===== config.mk =====
export PLATFORM = sky130hd
export DESIGN_NAME = life_cellular_automaton_top
export DESIGN_NICKNAME = d
export VERILOG_FILES = /design/src/lca_pkg.sv /design/src/lca_cell.sv /design/src/life_cellular_automaton_top.sv
export SDC_FILE = /design/constraint.sdc
export NUM_CORES = 2
export LEC_CHECK = 0
export BUFFER_PORTS_ARGS = -buffer_cell sky130_fd_sc_hd__buf_4
export CAP_MARGIN = 10
export CORE_MARGIN = 4
export CORE_UTILIZATION = 35
export DETAILED_ROUTE_END_ITERATION = 8
export PLACE_DENSITY = 0.55
export SYNTH_ARGS = -nofsm -noshare
export SYNTH_HDL_FRONTEND = slang
export SYNTH_SLANG_ARGS = --single-unit

===== constraint.sdc =====
create_clock -name clk -period 10.1 [get_ports clk]
set_input_delay 0.505 -clock clk [delete_from_list [all_inputs] [get_ports clk]]
set_output_delay 0.505 -clock clk [all_outputs]
set_load 0.01 [all_outputs]

===== src/lca_pkg.sv =====
// Shared types and constants for the life cellular automaton block.
// No dependencies; imported by lca_cell and life_cellular_automaton_top.
`timescale 1ns / 1ps
`default_nettype none

package lca_pkg;

    // Default board edge length and the number of rows a dump carries at most
    localparam int GRID_SIZE_DEF = 16;
    localparam int MAX_OUT_ROWS  = 16;

    // B3/S23 neighbour counts
    localparam int BIRTH_COUNT   = 3;
    localparam int SURVIVE_COUNT = 2;

    // Command codes
    localparam logic [1:0] MODE_SET  = 2'd0;
    localparam logic [1:0] MODE_SHOW = 2'd1;
    localparam logic [1:0] MODE_STEP = 2'd2;
    localparam logic [1:0] MODE_NOP  = 2'd3;

    typedef struct packed {
        logic [1:0] mode;
        logic [3:0] row;
        logic [3:0] col;
    } cmd_item_t;

    typedef struct packed {
        logic [3:0]  row_index;
        logic [15:0] row_cells;
        logic        last_row;
    } res_item_t;

    // Per-cycle control broadcast to every cell of the chain
    typedef struct packed {
        logic shift;
        logic step;
    } cell_ctrl_t;

endpackage

`default_nettype wire


===== src/lca_cell.sv =====
// One cell of the row chain: holds one board row, applies the B3/S23 rule
// from its neighbour rows and hands its row on when the chain rotates. Uses lca_pkg.
`timescale 1ns / 1ps
`default_nettype none

module lca_cell #(
    parameter int WIDTH = lca_pkg::GRID_SIZE_DEF
) (
    input  wire                     clk,
    input  wire                     rst_n,
    input  wire lca_pkg::cell_ctrl_t ctrl,
    input  wire  [WIDTH-1:0]        set_mask,
    input  wire  [WIDTH-1:0]        above,
    input  wire  [WIDTH-1:0]        below,
    input  wire  [WIDTH-1:0]        feed,
    output logic [WIDTH-1:0]        row
);
    import lca_pkg::*;

    logic [WIDTH-1:0] row_reg;
    logic [WIDTH-1:0] row_next;
    logic [WIDTH-1:0] gen_row;
    logic [WIDTH+1:0] above_pad;
    logic [WIDTH+1:0] mid_pad;
    logic [WIDTH+1:0] below_pad;

    assign above_pad = {1'b0, above, 1'b0};
    assign mid_pad   = {1'b0, row_reg, 1'b0};
    assign below_pad = {1'b0, below, 1'b0};

    // Count the eight neighbours of each column; columns are independent
    always_comb
    begin
        logic [3:0] cnt;
        for (int j = 0; j < WIDTH; j++)
        begin
            cnt = 4'(above_pad[j]) + 4'(above_pad[j+1]) + 4'(above_pad[j+2])
                + 4'(mid_pad[j])                        + 4'(mid_pad[j+2])
                + 4'(below_pad[j]) + 4'(below_pad[j+1]) + 4'(below_pad[j+2]);
            gen_row[j] = (cnt == 4'(BIRTH_COUNT))
                      || ((cnt == 4'(SURVIVE_COUNT)) && row_reg[j]);
        end
    end

    always_comb
    begin
        priority if (ctrl.step)
            row_next = gen_row;
        else if (ctrl.shift)
            row_next = feed;
        else
            row_next = row_reg | set_mask;
    end

    always_ff @(posedge clk or negedge rst_n)
    begin
        if (!rst_n)
            row_reg <= '0;
        else
            row_reg <= row_next;
    end

    assign row = row_reg;

endmodule

`default_nettype wire


===== src/life_cellular_automaton_top.sv =====
// Game of Life (B3/S23) board of GRID_SIZE x GRID_SIZE cells with hard edges.
// A set is written into its row as it is taken. The first row of a show or step passes the
//   sequencer state register, then the result register. A show or step holds the command
//   side while the chain rotates once past the result register, one row per cycle unless stalled.
// Reset (rst_n, asynchronous, active low) clears the whole board to dead at once.
// Depends on lca_pkg and lca_cell.
`timescale 1ns / 1ps
`default_nettype none

module life_cellular_automaton_top #(
    parameter int GRID_SIZE = lca_pkg::GRID_SIZE_DEF
) (
    input  wire                   clk,
    input  wire                   rst_n,
    input  wire                   cmd_valid,
    output logic                  cmd_stall,
    input  wire lca_pkg::cmd_item_t cmd,
    output logic                  res_valid,
    input  wire                   res_stall,
    output lca_pkg::res_item_t    res
);
    import lca_pkg::*;

    localparam int CW       = $clog2(GRID_SIZE);
    localparam int OUT_ROWS = (GRID_SIZE < MAX_OUT_ROWS) ? GRID_SIZE : MAX_OUT_ROWS;

    typedef enum logic {
        ST_IDLE,
        ST_DUMP
    } state_t;

    state_t         state_reg;
    logic [CW-1:0]  count_reg;
    logic           res_valid_reg;
    res_item_t      res_reg;

    logic           cmd_acc;
    logic           slot_free;
    logic           emit;
    logic           advance;
    cell_ctrl_t     ctrl;

    // Rows of the chain; cell 0 is the head that feeds the result register
    logic [GRID_SIZE-1:0] rows [GRID_SIZE];
    logic [GRID_SIZE-1:0] col_mask;
    logic [GRID_SIZE+15:0] head_ext;
    logic [CW+3:0]        count_ext;

    assign cmd_acc   = cmd_valid && !cmd_stall;
    assign cmd_stall = (state_reg != ST_IDLE);
    assign slot_free = !res_valid_reg || !res_stall;

    // Rows past the sixteenth still rotate so the board comes back in place,
    // but they drop out of the dump and need no free result slot
    assign emit    = ({1'b0, count_reg} < (CW+1)'(OUT_ROWS));
    assign advance = (state_reg == ST_DUMP) && (!emit || slot_free);

    assign ctrl.step  = cmd_acc && (cmd.mode == MODE_STEP);
    assign ctrl.shift = advance;

    // Column decode for set; columns beyond the board simply match no bit
    always_comb
    begin
        for (int j = 0; j < GRID_SIZE; j++)
            col_mask[j] = (int'(cmd.col) == j);
    end

    genvar gi;
    generate
        for (gi = 0; gi < GRID_SIZE; gi++)
        begin : g_chain
            logic [GRID_SIZE-1:0] set_mask;
            logic [GRID_SIZE-1:0] above;
            logic [GRID_SIZE-1:0] below;
            logic [GRID_SIZE-1:0] feed;

            assign set_mask = (cmd_acc && (cmd.mode == MODE_SET) && (int'(cmd.row) == gi))
                              ? col_mask : '0;
            // Hard edges: outside rows read as dead; rotation feeds the head row into the tail
            if (gi == 0)
            begin : g_top
                assign above = '0;
            end
            else
            begin : g_inner_a
                assign above = rows[gi-1];
            end
            if (gi == GRID_SIZE-1)
            begin : g_bottom
                assign below = '0;
                assign feed  = rows[0];
            end
            else
            begin : g_inner_b
                assign below = rows[gi+1];
                assign feed  = rows[gi+1];
            end

            lca_cell #(
                .WIDTH (GRID_SIZE)
            ) u_cell (
                .clk      (clk),
                .rst_n    (rst_n),
                .ctrl     (ctrl),
                .set_mask (set_mask),
                .above    (above),
                .below    (below),
                .feed     (feed),
                .row      (rows[gi])
            );
        end
    endgenerate

    // Widen then trim: only columns 0..15 and the low four bits of the row number travel
    assign head_ext  = {16'b0, rows[0]};
    assign count_ext = {4'b0, count_reg};

    // Sequencer: idle until a show or step, then rotate the chain once
    always_ff @(posedge clk or negedge rst_n)
    begin
        if (!rst_n)
        begin
            state_reg     <= ST_IDLE;
            count_reg     <= '0;
            res_valid_reg <= 1'b0;
        end
        else
        begin
            unique case (state_reg)
                ST_IDLE:
                begin
                    count_reg <= '0;
                    if (cmd_acc && ((cmd.mode == MODE_SHOW) || (cmd.mode == MODE_STEP)))
                        state_reg <= ST_DUMP;
                end
                ST_DUMP:
                begin
                    if (advance)
                    begin
                        count_reg <= count_reg + 1'b1;
                        if (count_reg == CW'(GRID_SIZE-1))
                            state_reg <= ST_IDLE;
                    end
                end
                default:
                    state_reg <= ST_IDLE;
            endcase

            // Result register: load a row when emitting, drop the item once taken
            if (advance && emit)
                res_valid_reg <= 1'b1;
            else if (!res_stall)
                res_valid_reg <= 1'b0;
        end
    end

    // Payload holds while stalled; it needs no reset
    always_ff @(posedge clk)
    begin
        if (advance && emit)
        begin
            res_reg.row_index <= count_ext[3:0];
            res_reg.row_cells <= head_ext[15:0];
            res_reg.last_row  <= ({1'b0, count_reg} == (CW+1)'(OUT_ROWS-1));
        end
    end

    assign res_valid = res_valid_reg;
    assign res       = res_reg;

    // A show or step must lock out the command side on the next cycle
    a_dump_locks: assert property (@(posedge clk) disable iff (!rst_n)
        cmd_acc && ((cmd.mode == MODE_SHOW) || (cmd.mode == MODE_STEP)) |=> cmd_stall)
        else $error("command side open after show/step item");

    // A set finishes in the cycle it is taken
    a_set_single: assert property (@(posedge clk) disable iff (!rst_n)
        cmd_acc && (cmd.mode == MODE_SET) |=> !cmd_stall)
        else $error("set item held the command side");

    // The final row of a dump carries the last row number
    a_last_index: assert property (@(posedge clk) disable iff (!rst_n)
        res_valid && res.last_row |-> (res.row_index == 4'(OUT_ROWS-1)))
        else $error("last_row flagged on wrong row");

    // No dump row is emitted while the sequencer is idle
    a_emit_in_dump: assert property (@(posedge clk) disable iff (!rst_n)
        (state_reg == ST_IDLE) |=> !$rose(res_valid) || $past(state_reg == ST_DUMP))
        else $error("result appeared outside a dump");

endmodule

`default_nettype wire

==> results.toml <==
[final_layout]
n_fill_cell = 14900
final_cell_area_sq_um = 56400
largest_register_ffs = 256
antennaDiodeCount = 0
syn2layout_area_growth_pct = 6.92
fin_nets = 7029
final_core_util_pct = 37.7
drive_gt1_share_pct = 2.92

[yosys]
synth-seq-cells = 283
synthDistinctLibCells = 42
netlist_area_sq_um = 52800
synth_flop_cell = "dfrtp_1"
syn-num-nets = 7116
synth_edf_count = 21
yosys.area.top_type = "fa_1"
yosys_warnings = 0
synth_most_common_cell = "inv_1"
synth_area_leaders = "fa_1 34%, ha_1 17%, dfrtp_1 12%, inv_1 12%, a311oi_1 4.3%"
synth_cells = 5501
synth_commonest_cells = "1631 x inv_1, 901 x fa_1, 700 x ha_1, 262 x dfrtp_1, 259 x o21ai_0"
ys_async_sr_fraction_pct = 92.6
ys_seq_area_share_pct = 13.6
netlist.area_leader.share_pct = 34.2
syn_area_per_cell_sq_um = 9.59

[sta]
relSlewSlack_pct = 15.5
hold_violations = 0
worst_slack_ns = 6.59
setup_viol = 0
rsz0062_at_grt = "no"
worstMarginPinSlew_ns = 1.26
period_needed_ns = 3.51
drv_slew = 0
fin_crit_sh_pct = 34.8
skew_ns = 0.0182
max_freq_ghz = 0.285
fin_tns_setup_ns = 0

[floorplan]
die_area_sq_um = 157000
initial_utilization_pct = 35.2
io_pins = 37
rows = 142
die_h_um = 396
coreArea_sq_um = 150000
dieWidth_um = 396

[clock_network]
cts_root_buf = "clkbuf_16"
cts_tree = "built"
post_cts_resized = 0
h-tree-depth = 2
clk_pin_slew_worst_paths_ns = 0.06
cts_setup_buffers = 0
max-clock-path-buffers = 3
cts_sinks = 283
clkLatencyLatePin_ns = 0.60
cts_made_buffers = 43

[worst_setup_path]
max_stage_delay_ns = 0.62
rrSetupSlack_ns = 6.59
crit_type = "flip-flop to flip-flop"
critPathMaxFanout = 9
crit_top_cell = "fa_1"
critPathLaunch = "g_chain[0].u_cell.row[1]"
worstSetupEndpoint = "g_chain[1].u_cell.row[1]"
cp_cell_sequence = "ha_1 > inv_1 > fa_1 > fa_1 > inv_1 > fa_1 > inv_1 > fa_1 > or3_1 > o22ai_1"
crit_slowest_cell = "dfrtp_1"
rr_endpoint = "g_chain[1].u_cell.row[1]"
arrival_ns = 4.02
critPathCaptureType = "flip-flop"
startpoint_type = "flip-flop"
worstReg2RegStart = "g_chain[0].u_cell.row[1]"
reg2regPathDepth = 10
critPathRequiredTime_ns = 10.61

[pwr]
clkPwrFrac_pct = 9.2
swShare_pct = 51.7
p_total_uw = 18200
p_int_uw = 8810
powerDensity_nw_per_um2 = 323
p_leak_uw = 0.0270
vdd_drop_max_mv = 0.126
pwr-share-seq_pct = 12.3
switchingPower_uw = 9420
power_frac_comb_pct = 78.4

[global_route]
track_usage_pct = 17.5
grt_pass1_vias = 41600
antenna_found_initial = 0
grt_pass1_wl_um = 223000
grt_max_degree = 258
overflow = 0

[placement]
preCtsSetupSlack_ns = 6.49
dpl-instance-area_sq_um = 54900
gp_congestion = 0.763
dp_hpwl_um = 92400
portBuffers = 36

[routing]
wl_met1_um = 61000
vias = 38300
viasPerCell = 5.13
totalWireLength_um = 132000
drc = 0
drtPass1Iterations = 5
ant_nets = 0
route.met2.wl_um = 62000
top_layer = "met4"
route.met3.wl_um = 6340
dr.first_iter.drc_count = 1731
wl_per_cell_um = 17.7

[outcome]
status = "completed"

[worst_hold_path]
holdCritPathClass = "input port to flip-flop"

[run]
maxCapViolations = 0
-- metrics by stage --
stage | hold WS [ns] | std cells
floorplan | 0.209 | 5501
detailed placement | 0.471 | 7384
global placement | 0.486 | 7384
finish | 0.209 | 7464
CTS | 0.167 | 7464
global route | 0.248 | 7464
-- layout make-up --
cell class,count,area (sq um),area share (%)
clock inverter,22,273,0.484
clock buffer,57,1210,2.15
multi-input combinational,3387,38500,68.3
tap,2016,2520,4.47
sequential,283,7190,12.7
inverter,1632,6130,10.9
timing repair buffer,67,551,0.976
-- power by group through the flow --
stage / registers, uW / logic (uW) / clock network, uW
6_report: 2250 / 14300 / 1680
3_5_place_dp: 2290 / 14400 / 0
5_1_grt: 2370 / 17300 / 1760
2_1_floorplan: 1990 / 11400 / 0
4_1_cts: 2280 / 14500 / 1740
3_3_place_gp: 2290 / 13600 / 0
-- per-layer routing --
layer  up-vias  track usage, %
li1      17800               -
met1     19600            24.2
met2       778            29.4
met3       183            2.16
met4         0            3.69
met5         -               0
-- placed cells by master, fill, tap and decap left out, types with 2 or more instances in the layout --
| master | instances |
|---|---|
| clkinv_2 | 8 |
| buf_4 | 62 |
| nor2_1 | 249 |
| and3_1 | 2 |
| clkbuf_1 | 8 |
| a211oi_1 | 133 |
| nand2_1 | 56 |
| o211ai_1 | 56 |
| nor3b_4 | 3 |
| and4b_1 | 4 |
| o22ai_2 | 9 |
| o21ai_0 | 259 |
| edfxtp_1 | 21 |
| clkinv_1 | 3 |
| bufinv_16 | 6 |
| and4bb_1 | 6 |
| buf_12 | 3 |
| fa_1 | 901 |
| clkbuf_16 | 45 |
| clkinv_4 | 3 |
| inv_1 | 1631 |
| dfrtp_1 | 262 |
| nor2b_1 | 74 |
| mux2i_1 | 133 |
| nor4b_4 | 4 |
| a211o_1 | 2 |
| ha_1 | 700 |
| clkbuf_8 | 4 |
| nor3b_1 | 3 |
| a31oi_1 | 49 |
| o22ai_1 | 247 |
| a311oi_1 | 256 |
| and3b_2 | 2 |
| xnor2_1 | 2 |
| a21oi_1 | 29 |
| clkinvlp_4 | 2 |
| or3_1 | 197 |
-- critical path: cells and delay by family (launching register included) --
family                   cells  cell delay, ns
AO/OA/AOI/OAI                1            0.17
flip-flops                   1            0.62
buffers and inverters        3            0.23
AND/OR/NAND/NOR              1            0.37
adder cells (fa/ha/maj)      5            2.03
-- logic make-up (layout without fill, tap and decap cells) --
kind of cell,count (synthesis),after routing,share of synthesized area [%]
mux,133,133,2.52
xor+xnor,2,2,0.0332
compound gates,1042,1042,13.5
fa+ha+maj,1601,1601,50.8
flops,283,283,13.6
simple gates,609,609,6.14
buf+inv,1831,1778,13.4
-- worst min path at each step --
stage,cells past startpoint,endpoint,startpoint
6_report,3,res_valid,res_stall
5_1_grt,3,res_valid,res_stall
3_3_place_gp,0,res[20],count_reg[3]
3_5_place_dp,0,res[20],count_reg[3]
4_1_cts,3,res_valid,res_stall
2_1_floorplan,0,cmd_stall,rst_n
-- repair_timing --
action                                 4_1_cts  5_1_grt
hold buffers                                 1        0
setup endpoints to repair                    0        0
endpoints found under the hold margin       53        0
Note: power is estimated with default switching activity, not from simulation.
